File: config.mk
export PLATFORM = sky130hd
export DESIGN_NAME = shear_scanline_resampler
export DESIGN_NICKNAME = d
export VERILOG_FILES = /design/src/sv/ssr_pkg.sv /design/src/sv/ssr_engine.sv /design/src/sv/ssr_outbuf.sv /design/src/sv/shear_scanline_resampler.sv
export VERILOG_INCLUDE_DIRS = /design/src /design/src/sv
export SDC_FILE = /design/constraint.sdc
export NUM_CORES = 1
export LEC_CHECK = 0
export ABC_AREA = 1
export BUFFER_PORTS_ARGS = -buffer_cell sky130_fd_sc_hd__buf_2
export CORE_MARGIN = 3
export CORE_UTILIZATION = 55
export DETAILED_ROUTE_END_ITERATION = 16
export PLACE_DENSITY = 0.73
export SKIP_CTS_REPAIR_TIMING = 1
export SLEW_MARGIN = 0
export SYNTH_ARGS = -nofsm -noshare
export SYNTH_HDL_FRONTEND = slang
export SYNTH_SLANG_ARGS = --single-unit
File: constraint.sdc
create_clock -name clk -period 16.32 [get_ports clk]
set_input_delay 1.632 -clock clk [delete_from_list [all_inputs] [get_ports clk]]
set_output_delay 1.632 -clock clk [all_outputs]
set_load 0.01 [all_outputs]
File: src/sv/shear_scanline_resampler_macros.svh
// Assertion macros shared by the shear scanline resampler RTL.
// Included by modules that carry concurrent checks; expects clk and rst_n in scope.
`ifndef SHEAR_SCANLINE_RESAMPLER_MACROS_SVH
`define SHEAR_SCANLINE_RESAMPLER_MACROS_SVH

// Same-cycle implication, quiet while reset is held.
`define SSR_ASSERT_NOW(lbl, ante, cons, msg) \
  lbl: assert property (@(posedge clk) disable iff (!rst_n) (ante) |-> (cons)) \
    else $error(msg);

// Next-cycle implication, quiet while reset is held.
`define SSR_ASSERT_NEXT(lbl, ante, cons, msg) \
  lbl: assert property (@(posedge clk) disable iff (!rst_n) (ante) |=> (cons)) \
    else $error(msg);

`endif

File: src/sv/ssr_pkg.sv
// Shared types and constants for the shear scanline resampler.
// No dependencies; imported by all RTL modules and the testbench.
`timescale 1ns / 1ps
`default_nettype none

package ssr_pkg;

  localparam int MAX_LINE_WIDTH = 16384;
  localparam logic [16:0] LINE_W_MAX = 17'(MAX_LINE_WIDTH);

  localparam int PIX_W = 8;
  localparam int POS_W = 14;
  localparam int CH_W  = 2;
  localparam int NCH_W = 3;
  localparam int CW_W  = 17;

  // configuration register indexes
  localparam logic [0:0] REG_CHANNEL_COUNT = 1'b0;
  localparam logic [0:0] REG_DEST_WIDTH    = 1'b1;

  // what one input sample produces, handed from engine to output buffer
  typedef struct packed {
    logic             main_en;
    logic [PIX_W-1:0] main_pix;
    logic [POS_W-1:0] main_pos;
    logic [CH_W-1:0]  main_ch;
    logic             tail_en;
    logic [POS_W-1:0] tail_pos;
    logic [NCH_W-1:0] nch;
  } res_ctrl_t;

  // one output beat
  typedef struct packed {
    logic [PIX_W-1:0] pixel;
    logic [POS_W-1:0] pos;
    logic [CH_W-1:0]  chan;
    logic             tail;
  } res_t;

endpackage

`default_nettype wire

File: src/sv/ssr_engine.sv
// Per-sample datapath and line state: multiply-add, rounding, leftover update.
// Depends on ssr_pkg and shear_scanline_resampler_macros.svh.
`timescale 1ns / 1ps
`default_nettype none
`include "shear_scanline_resampler_macros.svh"

module ssr_engine #(
  parameter int MAX_CHANNELS = 3
) (
  input  logic                 clk,
  input  logic                 rst_n,
  input  logic                 go_i,
  input  logic [7:0]           sample_i,
  input  logic                 first_i,
  input  logic                 last_i,
  input  logic signed [15:0]   offset_i,
  input  logic [16:0]          weight_i,
  input  logic [2:0]           nch_i,
  input  logic [16:0]          width_i,
  output ssr_pkg::res_ctrl_t   ctrl_o,
  output logic [7:0]           tail_pix_o [MAX_CHANNELS]
);
  import ssr_pkg::*;

  localparam logic signed [27:0] HALF    = 28'sd32768;
  localparam logic signed [15:0] CTR_MAX = 16'sd32767;

  function automatic logic signed [11:0] rnd_div(input logic signed [27:0] t);
    logic signed [27:0] a;
    a = t[27] ? (t + 28'sd65535) : t;   // truncate toward zero
    return a[27:16];
  endfunction

  function automatic logic [7:0] clamp_pix(input logic signed [11:0] v);
    logic [7:0] r;
    if (v < 12'sd0)        r = 8'h00;
    else if (v > 12'sd255) r = 8'hFF;
    else                   r = v[7:0];
    return r;
  endfunction

  function automatic logic signed [25:0] sat_left(input logic signed [29:0] v);
    logic signed [25:0] r;
    if (v > 30'sd33554431)       r = 26'sd33554431;
    else if (v < -30'sd33554432) r = -26'sd33554432;
    else                         r = v[25:0];
    return r;
  endfunction

  logic signed [25:0] left_r   [MAX_CHANNELS];
  logic signed [25:0] left_nxt [MAX_CHANNELS];
  logic signed [15:0] ctr_r, ctr_nxt;
  logic [CH_W-1:0]    ch_r, ch_nxt;
  logic [16:0]        wgt_r, wgt_nxt;
  logic               stop_r, stop_nxt;

  logic               fst;
  logic signed [25:0] left_e [MAX_CHANNELS];
  logic signed [15:0] ctr_e, ctr_n, tpos;
  logic [CH_W-1:0]    ch_e0, ch_e, ch_n;
  logic [2:0]         ch_inc;
  logic               stop_e, pos_ge_w, act, wrap, tail_ok;
  logic signed [25:0] l_cur, l_new;
  logic [24:0]        prod;
  logic signed [27:0] total;
  logic signed [11:0] val;
  logic signed [12:0] diff;
  logic signed [29:0] upd;

  always_comb begin
    fst    = go_i && first_i;
    for (int i = 0; i < MAX_CHANNELS; i++) begin
      left_e[i] = fst ? '0 : left_r[i];
    end
    ctr_e  = fst ? offset_i : ctr_r;
    wgt_nxt = fst ? weight_i : wgt_r;
    ch_e0  = fst ? '0 : ch_r;
    stop_e = fst ? 1'b0 : stop_r;
    ch_e   = ({1'b0, ch_e0} >= nch_i) ? '0 : ch_e0;

    pos_ge_w = !ctr_e[15] && ({1'b0, ctr_e} >= width_i);
    act      = go_i && !stop_e && !pos_ge_w;

    l_cur = '0;
    for (int i = 0; i < MAX_CHANNELS; i++) begin
      if (ch_e == CH_W'(i)) l_cur = left_e[i];
    end

    // leftover + sample*weight + 0.5, Q.16
    prod  = sample_i * wgt_nxt;
    total = {{2{l_cur[25]}}, l_cur} + {3'b000, prod} + HALF;
    val   = rnd_div(total);
    diff  = $signed({5'b00000, sample_i}) - val;
    upd   = {{4{l_cur[25]}}, l_cur} + {diff[12], diff, 16'h0000};
    l_new = sat_left(upd);

    ch_inc = {1'b0, ch_e} + 3'd1;
    wrap   = ch_inc >= nch_i;
    ch_n   = wrap ? '0 : ch_inc[CH_W-1:0];
    ctr_n  = (wrap && ctr_e != CTR_MAX) ? ctr_e + 16'sd1 : ctr_e;
    // a partly filled pixel counts as complete for the tail
    tpos   = (ch_n != '0 && ctr_n != CTR_MAX) ? ctr_n + 16'sd1 : ctr_n;
    tail_ok = !tpos[15] && ({1'b0, tpos} < width_i);

    for (int i = 0; i < MAX_CHANNELS; i++) begin
      left_nxt[i] = left_e[i];
      if (act && ch_e == CH_W'(i)) left_nxt[i] = l_new;
    end
    ctr_nxt  = ctr_e;
    ch_nxt   = ch_e0;
    stop_nxt = stop_e;
    if (go_i && !stop_e) begin
      ch_nxt = ch_e;
      if (pos_ge_w) begin
        stop_nxt = 1'b1;
      end else begin
        ch_nxt  = ch_n;
        ctr_nxt = ctr_n;
        if (last_i) stop_nxt = 1'b1;
      end
    end

    ctrl_o.main_en  = act && !ctr_e[15];
    ctrl_o.main_pix = clamp_pix(val);
    ctrl_o.main_pos = ctr_e[POS_W-1:0];
    ctrl_o.main_ch  = ch_e;
    ctrl_o.tail_en  = act && last_i && tail_ok;
    ctrl_o.tail_pos = tpos[POS_W-1:0];
    ctrl_o.nch      = nch_i;

    for (int i = 0; i < MAX_CHANNELS; i++) begin
      tail_pix_o[i] = clamp_pix(rnd_div({{2{left_nxt[i][25]}}, left_nxt[i]} + HALF));
    end
  end

  always_ff @(posedge clk) begin
    if (!rst_n) begin
      for (int i = 0; i < MAX_CHANNELS; i++) left_r[i] <= '0;
      ctr_r  <= '0;
      ch_r   <= '0;
      wgt_r  <= '0;
      stop_r <= 1'b0;
    end else begin
      for (int i = 0; i < MAX_CHANNELS; i++) left_r[i] <= left_nxt[i];
      ctr_r  <= ctr_nxt;
      ch_r   <= ch_nxt;
      wgt_r  <= wgt_nxt;
      stop_r <= stop_nxt;
    end
  end

  `SSR_ASSERT_NEXT(a_last_stops_line, go_i && last_i, stop_r, "line not stopped after last sample")
  `SSR_ASSERT_NOW(a_stopped_silent, go_i && !first_i && stop_r, !ctrl_o.main_en && !ctrl_o.tail_en, "stopped line produced a result")

endmodule

`default_nettype wire

File: src/sv/ssr_outbuf.sv
// Result register: holds every beat one sample produces and plays them out in order.
// Depends on ssr_pkg and shear_scanline_resampler_macros.svh.
`timescale 1ns / 1ps
`default_nettype none
`include "shear_scanline_resampler_macros.svh"

module ssr_outbuf #(
  parameter int MAX_CHANNELS = 3
) (
  input  logic                clk,
  input  logic                rst_n,
  input  logic                ld_i,
  input  ssr_pkg::res_ctrl_t  ctrl_i,
  input  logic [7:0]          tail_pix_i [MAX_CHANNELS],
  output logic                free_o,
  output logic                out_valid_o,
  input  logic                out_ready_i,
  output logic                out_last_o,
  output ssr_pkg::res_t       out_res_o
);
  import ssr_pkg::*;

  localparam int NR = MAX_CHANNELS + 1;
  localparam int RW = $clog2(NR + 1);
  localparam int IW = $clog2(NR);

  res_t          ent_r  [NR];
  res_t          ent_ld [NR];
  res_t          tl     [MAX_CHANNELS];
  res_t          mn;
  logic [RW-1:0] rem_r, rem_nxt, n_ld;
  logic [IW-1:0] rd_r, rd_nxt;
  logic          hs;

  always_comb begin
    mn = '{pixel: ctrl_i.main_pix, pos: ctrl_i.main_pos, chan: ctrl_i.main_ch, tail: 1'b0};
    for (int j = 0; j < MAX_CHANNELS; j++) begin
      tl[j] = '{pixel: tail_pix_i[j], pos: ctrl_i.tail_pos, chan: CH_W'(j), tail: 1'b1};
    end
    // main beat first when present, tails follow in channel order
    ent_ld[0] = ctrl_i.main_en ? mn : tl[0];
    for (int k = 1; k < NR - 1; k++) begin
      ent_ld[k] = ctrl_i.main_en ? tl[k-1] : tl[k];
    end
    ent_ld[NR-1] = tl[MAX_CHANNELS-1];
    n_ld = RW'(ctrl_i.main_en) + (ctrl_i.tail_en ? RW'(ctrl_i.nch) : '0);
  end

  assign out_valid_o = rem_r != '0;
  assign out_last_o  = rem_r == RW'(1);
  assign out_res_o   = ent_r[rd_r];
  assign hs          = out_valid_o && out_ready_i;
  assign free_o      = (rem_r == '0) || (out_last_o && out_ready_i);

  always_comb begin
    rem_nxt = rem_r;
    rd_nxt  = rd_r;
    if (ld_i) begin
      rem_nxt = n_ld;
      rd_nxt  = '0;
    end else if (hs) begin
      rem_nxt = rem_r - RW'(1);
      rd_nxt  = rd_r + IW'(1);
    end
  end

  always_ff @(posedge clk) begin
    if (!rst_n) begin
      rem_r <= '0;
      rd_r  <= '0;
    end else begin
      rem_r <= rem_nxt;
      rd_r  <= rd_nxt;
    end
  end

  always_ff @(posedge clk) begin
    if (ld_i) ent_r <= ent_ld;
  end

  `SSR_ASSERT_NEXT(a_empty_load, ld_i && !ctrl_i.main_en && !ctrl_i.tail_en, !out_valid_o, "beat shown for a sample with no result")
  `SSR_ASSERT_NEXT(a_drain_done, hs && out_last_o && !ld_i, !out_valid_o, "beat shown after final beat drained")

endmodule

`default_nettype wire

File: src/sv/shear_scanline_resampler.sv
// Top level of the shear scanline resampler: ports, config registers, input register.
// Depends on ssr_pkg, ssr_engine and ssr_outbuf.
//
//   channel  dir   beat contents
//   in_*     in    tdata: sample[7:0], line_offset[23:8], line_weight[40:24];
//                  tuser: first_of_line; tlast: last_of_line
//   out_*    out   tdata: pixel[7:0], dest_position[21:8], channel[23:22];
//                  tuser: is_tail; tlast: last_of_run
//   cfg_*    in    write port, index 0 channel_count, index 1 dest_width
//
// One sample per clock while each sample yields at most one beat and the output is
// ready; the output port sets the pace otherwise: a last_of_line sample with tails
// holds the buffer for up to 1 + channel-count beats. The path holds the input
// register and the result register. The per-channel leftover is updated through
// one 8x17 multiply-add and registered for the next sample of its channel.
// Reset (rst_n low, synchronous) clears line state and sets channel_count=1,
// dest_width=16384. A stalled output holds its beat; input takes a new beat while
// the input register is empty or the result register can be refilled this cycle.
`timescale 1ns / 1ps
`default_nettype none

module shear_scanline_resampler #(
  parameter int MAX_CHANNELS = 3
) (
  input  logic        clk,
  input  logic        rst_n,
  input  logic        in_tvalid,
  output logic        in_tready,
  input  logic [47:0] in_tdata,   // sample[7:0], line_offset[23:8], line_weight[40:24]
  input  logic        in_tuser,   // first_of_line
  input  logic        in_tlast,
  output logic        out_tvalid,
  input  logic        out_tready,
  output logic [23:0] out_tdata,  // pixel[7:0], dest_position[21:8], channel[23:22]
  output logic        out_tuser,  // is_tail
  output logic        out_tlast,
  input  logic        cfg_we,
  input  logic [0:0]  cfg_index,
  input  logic [14:0] cfg_wdata
);
  import ssr_pkg::*;

  localparam logic [NCH_W-1:0] MAXC = NCH_W'(MAX_CHANNELS);

  // config registers
  logic [1:0]  chan_cnt_r;
  logic [14:0] dest_width_r;

  // input register
  logic               s0_valid_r, s0_valid_nxt;
  logic [7:0]         s0_sample_r;
  logic               s0_first_r, s0_last_r;
  logic signed [15:0] s0_off_r;
  logic [16:0]        s0_wgt_r;

  logic             buf_free, go, in_hs;
  logic [NCH_W-1:0] nch;
  logic [CW_W-1:0]  width_eff;
  res_ctrl_t        ctrl;
  logic [7:0]       tail_pix [MAX_CHANNELS];
  res_t             out_res;

  always_ff @(posedge clk) begin
    if (!rst_n) begin
      chan_cnt_r   <= 2'd1;
      dest_width_r <= 15'd16384;
    end else if (cfg_we) begin
      case (cfg_index)
        REG_CHANNEL_COUNT: chan_cnt_r   <= cfg_wdata[1:0];
        REG_DEST_WIDTH:    dest_width_r <= cfg_wdata;
        default: ;
      endcase
    end
  end

  // zero channels act as one; widths past the line limit act as the limit
  always_comb begin
    if (chan_cnt_r == 2'd0)               nch = NCH_W'(1);
    else if ({1'b0, chan_cnt_r} > MAXC)   nch = MAXC;
    else                                  nch = {1'b0, chan_cnt_r};
    width_eff = ({2'b00, dest_width_r} > LINE_W_MAX) ? LINE_W_MAX : {2'b00, dest_width_r};
  end

  assign go        = s0_valid_r && buf_free;
  assign in_tready = !s0_valid_r || buf_free;
  assign in_hs     = in_tvalid && in_tready;

  always_comb begin
    s0_valid_nxt = s0_valid_r;
    if (in_hs)   s0_valid_nxt = 1'b1;
    else if (go) s0_valid_nxt = 1'b0;
  end

  always_ff @(posedge clk) begin
    if (!rst_n) s0_valid_r <= 1'b0;
    else        s0_valid_r <= s0_valid_nxt;
  end

  always_ff @(posedge clk) begin
    if (in_hs) begin
      s0_sample_r <= in_tdata[7:0];
      s0_off_r    <= in_tdata[23:8];
      s0_wgt_r    <= in_tdata[40:24];
      s0_first_r  <= in_tuser;
      s0_last_r   <= in_tlast;
    end
  end

  ssr_engine #(.MAX_CHANNELS(MAX_CHANNELS)) u_engine (
    .clk        (clk),
    .rst_n      (rst_n),
    .go_i       (go),
    .sample_i   (s0_sample_r),
    .first_i    (s0_first_r),
    .last_i     (s0_last_r),
    .offset_i   (s0_off_r),
    .weight_i   (s0_wgt_r),
    .nch_i      (nch),
    .width_i    (width_eff),
    .ctrl_o     (ctrl),
    .tail_pix_o (tail_pix)
  );

  ssr_outbuf #(.MAX_CHANNELS(MAX_CHANNELS)) u_outbuf (
    .clk         (clk),
    .rst_n       (rst_n),
    .ld_i        (go),
    .ctrl_i      (ctrl),
    .tail_pix_i  (tail_pix),
    .free_o      (buf_free),
    .out_valid_o (out_tvalid),
    .out_ready_i (out_tready),
    .out_last_o  (out_tlast),
    .out_res_o   (out_res)
  );

  assign out_tdata = {out_res.chan, out_res.pos, out_res.pixel};
  assign out_tuser = out_res.tail;

endmodule

`default_nettype wire

# Yosys cells after proc, flatten, opt, wreduce, memory -nomap -nowiden
# Memory sizes are Yosys's and may differ from the RTL's.
# Index checks and enable logic that the tools add are counted.
# word_totals
regBits,199
ram_bits,78
input_bits,71
output_inout_bits,28
wordCells,164
memories,1
# memory_table
memory,words,width,rd,rd_clocked_by_memory_dff,wr,line_no,rtl
u_engine.left_r,3,26,3,0,3,ssr_engine.sv:50,logic signed [25:0] left_r [MAX_CHANNELS];
# classes
n_addsub,17
mul,1
order_cmp,16
n_eq_ne,5
muxes,56
bitwise,6
n_reduce_logical,34
# ops
cell,count
two-way mux 26 bit,14
two-way mux 25 bit,5
"adder 28 x 17 -> 28 bit, second input constant",4
two-way mux 28 bit,4
"adder 26 x 17 -> 27 bit, second input constant",3
two-way mux 16 bit,5
two-way mux 8 bit,8
binary-select mux 25 bit (select 2 bit),1
"> comparator 12 x 9 -> 1 bit, second input constant",4
"less-than comparator 12 x 1 -> 1 bit, second input constant",4
"adder 16 x 2 -> 16 bit, second input constant",2
"!= test 16 bit, second input constant",2
adder 26 x 29 -> 30 bit,1
"> comparator 30 x 26 -> 1 bit, second input constant",1
"less-than comparator 30 x 26 -> 1 bit, second input constant",1
"adder 28 x 16 -> 28 bit, second input constant",1
adder 26 x 26 -> 27 bit,1
multiplier 8 x 17 -> 25 bit,1
logical AND 1 bit,17
two-way mux 17 bit,1
greater-or-equal comparator 16 x 15 -> 1 bit,1
less-than comparator 16 x 15 -> 1 bit,1
"> comparator 15 bit, second input constant",1
two-way mux 15 bit,1
25 further kinds,51

# Logic depth before layout (Yosys ltp)
# Gate-level depths: netlist of run 1.
# logic_depth
ltp_word,29
depth_mapped,97
ltp_nobuf,89

# Hierarchy
# A second synthesis of run 1 with hierarchy kept.
# unflattened
hier_cells,3184
hier_area_um2,22511.6
# by_module_without_submodules
mod,instances,cells_per_inst,area_each_um2,seq_area_each_um2
ssr_engine,1,2690,17140.2,2282.2
ssr_outbuf,1,335,3215.6,2021.9
shear_scanline_resampler,1,159,2155.8,1651.6

# Worst setup path before layout of run 1
# No wires, ideal clock.
# synth_timing
path_type,input -> register
startpoint,input out_tready
endpoint,register u_outbuf.ent_r[49] (netlist bit) (data pin)
setup_time_ns,0.130
arrival_ns,14.825
required_ns,16.190
path_slack_ns,1.365
path_stages,86
n_path_buf,8
path_cell_list,nand3_2 nand2_4 nand3_4 buf_6 buf_6 buf_6 buf_2 buf_2 buf_1 clkbuf_1 mux2i_1 nor2_1 fa_1 fa_1 inv_1 fa_1 fa_1 inv_1 (+50 left out) nand2_1 buf_4 nand2_1 nand2_1 nand2_1 o21a_1 inv_1 ha_1 nand3_1 xor2_2 nand3_2 nor2_4 nand2_2 o21ai_4 nand3_2 nand2_1 nand2_1 nand2_1
# synth_rtl
element,line_no,rtl
"start, declared",shear_scanline_resampler.sv:33,"input logic out_tready,"
"end signal, assigned",ssr_outbuf.sv:78,if (ld_i) ent_r <= ent_ld;
"end, declared",ssr_outbuf.sv:27,res_t ent_r [NR];

==> results of run 1 <==
cell usage after synthesis, types with 3 or more instances:
cell type,n
nand2_1,856
a211oi_1,4
inv_1,410
edfxtp_1,107
o21ai_1,31
a21oi_1,120
nor4_1,5
fa_1,94
nor2_2,8
buf_2,18
nand2_4,4
a21oi_2,3
a21o_1,5
or2_2,16
clkbuf_1,58
o21a_1,6
nand4_1,49
nand3_1,178
dfxtp_1,137
nand2_2,3
buf_4,7
buf_1,5
xnor2_1,30
a31oi_1,12
o21ai_0,189
nor2_1,392
xor2_1,73
buf_6,5
o21ai_2,8
nand3_2,4
ha_1,149
a22oi_1,9
o21bai_1,13
mux2i_1,9
nor3_1,23
inv_2,7
o211ai_1,7
cell type report:
type | count | area [sq um] | share of cell area, %
clock buffer | 35 | 779 | 3.32
sequential | 244 | 5960 | 25.3
multi-input combinational | 2325 | 13500 | 57.6
tap | 511 | 639 | 2.72
timing repair buffer | 127 | 738 | 3.14
inverter | 421 | 1590 | 6.76
clock inverter | 21 | 249 | 1.06
layer usage:
metal / track usage (%) / part of all wire [%] / wire length [um]
met2: 46.3 / 46 / 26900
met4: 7.79 / 2.6 / 1540
met1: 38.1 / 45 / 26300
met5: 0 / 0 / 0
met3: 2.52 / 6.1 / 3530
logic make-up after synthesis:
| family | after synthesis |
|---|---|
| and+or+nand+nor | 1552 |
| buffers and inverters | 514 |
| AOI/OAI and AO/OA | 417 |
| DFF | 244 |
| adders and majority gates | 243 |
| xor gates and xnor gates | 104 |
| muxes | 9 |
layout by cell type (no fill, tap or decap), types with 7 or more instances in the layout:
cell	n
a31oi_1	12
buf_4	35
xor2_1	72
nor2_1	391
mux2i_1	8
nand3_1	178
o21ai_0	186
xnor2_1	30
a21oi_1	119
inv_1	407
buf_2	91
dfxtp_1	137
nor2_2	8
or2_2	16
ha_1	149
clkbuf_16	30
edfxtp_1	107
fa_1	94
nor3_1	23
a22oi_1	9
o21ai_1	32
o211ai_1	7
inv_2	7
clkinv_2	8
clkinv_1	8
o21bai_1	13
o21ai_2	9
nand4_1	49
nand2_1	856
critical path: cells and delay by family:
kind	cells	cell delay (ns)
fa+ha+maj	9	3.76
buf+inv	8	0.79
xor+xnor	6	1.12
compound gates	18	3.44
simple gates	37	4.81
flip-flops by register name, indices dropped and copies added (netlist names):
register / flops
u_engine.wgt_r: 17
u_engine.ctr_r: 16
s0_wgt_r: 17
dest_width_r: 15
s0_off_r: 16
s0_first_r: 1
u_engine.stop_r: 1
u_engine.ch_r: 2
u_outbuf.ent_r: 64
u_outbuf.rem_r: 3
u_outbuf.rd_r: 2
s0_valid_r: 1
s0_last_r: 1
chan_cnt_r: 2
u_engine.left_r: 78
s0_sample_r: 8
worst max-delay path by stage:
stage                    start                 end  slack [ns]  cells past startpoint
global placement    out_tready  u_outbuf.ent_r[70]        0.73                     79
CTS                 out_tready  u_outbuf.ent_r[49]        0.97                     78
global route        out_tready  u_outbuf.ent_r[45]        0.05                     85
floorplan           out_tready  u_outbuf.ent_r[49]        1.36                     86
finish              out_tready  u_outbuf.ent_r[49]        1.21                     78
detailed placement  out_tready  u_outbuf.ent_r[49]        0.39                     79
per-stage QoR:
stage / hold slack, ns / util [%]
after floorplan: 0.430 / -
after global placement: 0.442 / 58.6
after detailed placement: 0.465 / 58.6
after CTS: 0.465 / 61.3
after global routing: 0.490 / 61.7
final: 0.464 / 61.7
==> run metrics, run 1 <==
outcome=finished clean; Final HPWL DP=44600 um; Netlist Area Pre-Place=21500 sq um; Filler Cells Inserted=3498; Reg2Reg Depth=74; Post-Syn Instances=roughly 3000; Max clock buf depth=3; die area=approximately 41000 sq um; core area=38100 sq um; Critical Path Sink Type=flop; Critical Path AT=15.56 ns; GPL Wtd Cong=roughly 0.99; FF-to-FF End=u_outbuf.ent_r[49]; FFs w/ async S/R, synth=0%; detailed-route via count=20200; initial antenna violation count=0; Antenna Nets Post-Route=0; first-pass iteration count of the detailed router=8; Synth cell types=61; mux contribution to synthesized area=less than 1%; total routed wirelength=58300 um; final hold violations=0; ant diodes=0; Placed Cells=3617; H-tree depth=1; Worst Hold End=chan_cnt_r[0]; Ys Warns=0; Root Driver=clkbuf_16; Setup CP Type=primary input to flop; Port Buf Inserts=approximately 90; cell area after placement=22400 sq um; setup violators final=0; Synth Register Bits=244; syn_area_per_cell=approximately 7.0 sq um; maxcap violations=0; ratio of cells with drive above 1 in the final layout=7.88%; TritonCTS Buffers=30; Tightest Pin Transition=1.11 ns; Final Non-Filler Cells=3684; row cnt=71; worst skew pair latency=0.59 ns; GR Util All Layers=around 28%; max incr delay on CP=0.57 ns; largest family of logic cells by synthesized area=simple AND/OR/NAND/NOR gates; TritonCTS clock tree=built; max frequency=around 0.066 GHz; simple logic cell fraction of the synthesized area=30.0%; fin crit share=between 90% and 100%; Worst Skew=0.0366 ns; # nets final=3463; 1st-iter DRT viols=1822; cell mode on critical path=nand2_1; hold path start=chan_cnt_r[0]; Post-Syn Nets=3397; internal reg-to-reg setup slack=1.52 ns; Avg WL per Cell=around 16 um; Synth Area in Compound Gates=a little over a tenth; ranking of synthesized cells by area=edfxtp_1 (15%), nand2_1 (15%), dfxtp_1 (13%); Starting Density=56.4%; Sink Count=244; chip width=roughly 200 um; vias in the first global route=19200; Setup TNS Final=0 ns; reg2reg start=s0_valid_r; gr ovfl total=0; largest net degree at the start of global routing=between 100 and 150; Post-synth top flop=dfxtp_1; PnR worst setup slack=1.21 ns; Rel. slew slack=26.0%; Max FO, Critical Path=15; area share of xor/xnor cells in the synthesized design=4.28%; critical path startpoint category=primary input; Hold Crit Class=flop to flop; Synth-to-Final Area Change=9.37%; Crit path required time=approximately 17 ns; CP max-delay cell=fa_1; Post-synth EDFFs=107; biggest area consumer among synthesized cells=edfxtp_1; fin area=about 23000 sq um; fin. max-slew vios=0; io pins=99; DRC Markers=0; post-layout minimum cycle time=15.11 ns; Die Y=204 um; Yosys top cell area share=15.0%; Post-Synth Adder-Cell Area=17.4%; routed vias/inst=about 5.5; post-synthesis sequential area ratio=between 20 and 30%; Placement Setup Slack=0.386 ns; CTS clock-pin slew for the worst setup and hold paths=0.06 ns; Hold Crit Depth=2; RSZ-0062 raised after global routing=false; first-pass GRT wire length=94200 um
Power of run 1 is not shown: default switching activity piles up to over one toggle a cycle in this logic, so the estimate is an artifact.
==> inputs of run 2 (changes only) <==
--- a/config.mk
+++ b/config.mk
@@ -8,6 +8,7 @@
 export LEC_CHECK = 0
 export ABC_AREA = 1
 export BUFFER_PORTS_ARGS = -buffer_cell sky130_fd_sc_hd__buf_2
+export CORE_ASPECT_RATIO = 0.8
 export CORE_MARGIN = 3
 export CORE_UTILIZATION = 55
 export DETAILED_ROUTE_END_ITERATION = 16
==> run 2 against run 1 <==
  * Setup slack gained 0.12 ns
  * Register-to-register slack gained 0.25 ns
  * Non-clock buffer count shrank 7
  * First-iteration DRC count shrank 11%
  * Clock-buffer cell count grew 9
  * Via count grew 0.20%
==> run metrics, run 2 (synthesized netlist as in run 1, its figures left out) <==
outcome=finished clean (unchanged); # nets final=3455 (was 3463); io pins=99 (unchanged); fin crit share=91.8% (was 92.6%); max frequency=0.0667 GHz (was 0.0662 GHz); Rel. slew slack=17.5% (was 26.0%); vias in the first global route=19300 (was 19200); chip width=227 um (was 204 um); Setup CP Type=primary input to flop (unchanged); internal reg-to-reg setup slack=1.77 ns (was 1.52 ns); Antenna Nets Post-Route=0 (unchanged); FF-to-FF End=u_outbuf.ent_r[45] (was u_outbuf.ent_r[49]); first-pass iteration count of the detailed router=6 (was 8); row cnt=64 (was 71); fin. max-slew vios=0 (unchanged); Critical Path AT=15.44 ns (was 15.56 ns); Port Buf Inserts=91 (unchanged); Largest Register=u_engine.left_r (unchanged); worst skew pair latency=0.59 ns (about the same); critical path startpoint category=primary input (unchanged); M3 GR Usage=4.61% (was 2.52%); RSZ-0062 raised after global routing=false (unchanged); 1st-iter DRT viols=1627 (was 1822); initial antenna violation count=0 (unchanged); met1 Usage GRT=41.3% (was 38.1%); final hold violations=0 (unchanged); Tightest Pin Transition=1.24 ns (was 1.11 ns); Largest regs=u_engine.left_r: 78 flops, u_outbuf.ent_r: 64 flops (unchanged); largest net degree at the start of global routing=78 (was 128); Die Y=183 um (was 204 um); routing usage on met2=43.8% (was 46.3%); first-pass GRT wire length=96000 um (was 94200 um); Setup TNS Final=0 ns (unchanged); core area=38400 sq um (was 38100 sq um); area of the multi-input gates=13600 sq um (was 13500 sq um); Hold Crit Class=flop to flop (unchanged); H-tree depth=1 (unchanged); Max clock buf depth=3 (unchanged); TritonCTS clock tree=built (unchanged); reg2reg start=u_outbuf.rem_r[0] (was s0_valid_r); routed vias/inst=5.53 (was 5.48); Starting Density=56.0% (was 56.4%); die area=41500 sq um (about the same); Worst Skew=0.0181 ns (was 0.0366 ns); commonest non-fill, non-tap cell in the layout=nand2_1 (unchanged); Final HPWL DP=45600 um (was 44600 um); GR Util All Layers=28.4% (was 27.5%); max incr delay on CP=0.68 ns (was 0.57 ns); Reg2Reg Depth=71 (was 74); Avg WL per Cell=16.2 um (was 15.8 um); Hold Crit Depth=2 (unchanged); detailed-route via count=20200 (about the same); post-layout minimum cycle time=14.99 ns (was 15.11 ns); Register Area=5960 sq um (unchanged); Max FO, Critical Path=77 (was 15); CTS clock-pin slew for the worst setup and hold paths=0.06 ns (about the same); most frequent cells in the layout=nand2_1 (853), inv_1 (408), nor2_1 (390) (was nand2_1 (856), inv_1 (407), nor2_1 (391)); Crit path required time=16.77 ns (was 16.78 ns); Root Driver=clkbuf_16 (unchanged); ratio of cells with drive above 1 in the final layout=7.78% (was 7.88%); CP max-delay cell=buf_4 (was fa_1); Critical Path Sink Type=flop (unchanged); ant diodes=0 (unchanged); total routed wirelength=59200 um (was 58300 um); setup violators final=0 (unchanged); Filler Cells Inserted=3539 (was 3498); CP bufs+invs=15 (was 8); Sink Count=244 (unchanged); Worst Hold End=chan_cnt_r[0] (unchanged); gr ovfl total=0 (unchanged); max reg flops=78 (unchanged); TritonCTS Buffers=29 (was 30); DRC Markers=0 (unchanged); maxcap violations=0 (unchanged); busiest metal layer after global routing=met2 (unchanged); hold path start=chan_cnt_r[0] (unchanged); Synth-to-Final Area Change=8.76% (was 9.37%); GPL Wtd Cong=0.948 (was 0.989); CP top delay family=simple AND/OR/NAND/NOR gates (unchanged)
[run 2: final cells by class]
| type | count | area share [%] |
|---|---|---|
| Multi-Input combinational cell | 2325 | 58.1 |
| Timing Repair Buffer | 120 | 2.90 |
| Clock buffer | 44 | 3.56 |
| Inverter | 421 | 6.79 |
| Tap cell | 495 | 2.65 |
| Sequential cell | 244 | 25.5 |
| Clock inverter | 9 | 0.503 |
[run 2: layer usage]
metal / routed length (um) / vias up
met5: 0 / -
met4: 1690 / 0
met3: 4190 / 110
met2: 25500 / 696
met1: 27900 / 9415
li1: - / 9993
[run 2: worst reg2reg max path, delay by kind of cell, from the launching register on]
family	cells	cell delay [ns]
xor gates and xnor gates	5	1.32
DFF	1	0.36
AOI/OAI and AO/OA	16	3.36
and+or+nand+nor	27	3.80
buffers and inverters	15	3.01
adders and majority gates	8	2.54
[run 2: worst max path at each step]
stage,from,end,depth (start not counted)
6_report,out_tready,u_outbuf.ent_r[45],70
5_1_grt,out_tready,u_outbuf.ent_r[98],82
4_1_cts,out_tready,u_outbuf.ent_r[97],81
3_5_place_dp,out_tready,u_outbuf.ent_r[97],81
3_3_place_gp,out_tready,u_outbuf.ent_r[97],81
2_1_floorplan,out_tready,u_outbuf.ent_r[49],86
[run 2: metrics by stage]
stage          std cells  area [sq um]  hold slack (ns)  util, %  setup WS, ns
2_1_floorplan       3083         21500            0.430        -          1.36
3_5_place_dp        3605         22300            0.450     58.3         0.380
3_3_place_gp        3605         22300            0.456     58.3         0.718
6_report            3658         23400            0.463     60.9          1.33
4_1_cts             3658         23300            0.467     60.7         0.930
5_1_grt             3658         23400            0.507     60.9        0.0476
Power of run 2 is left out for the same reason.
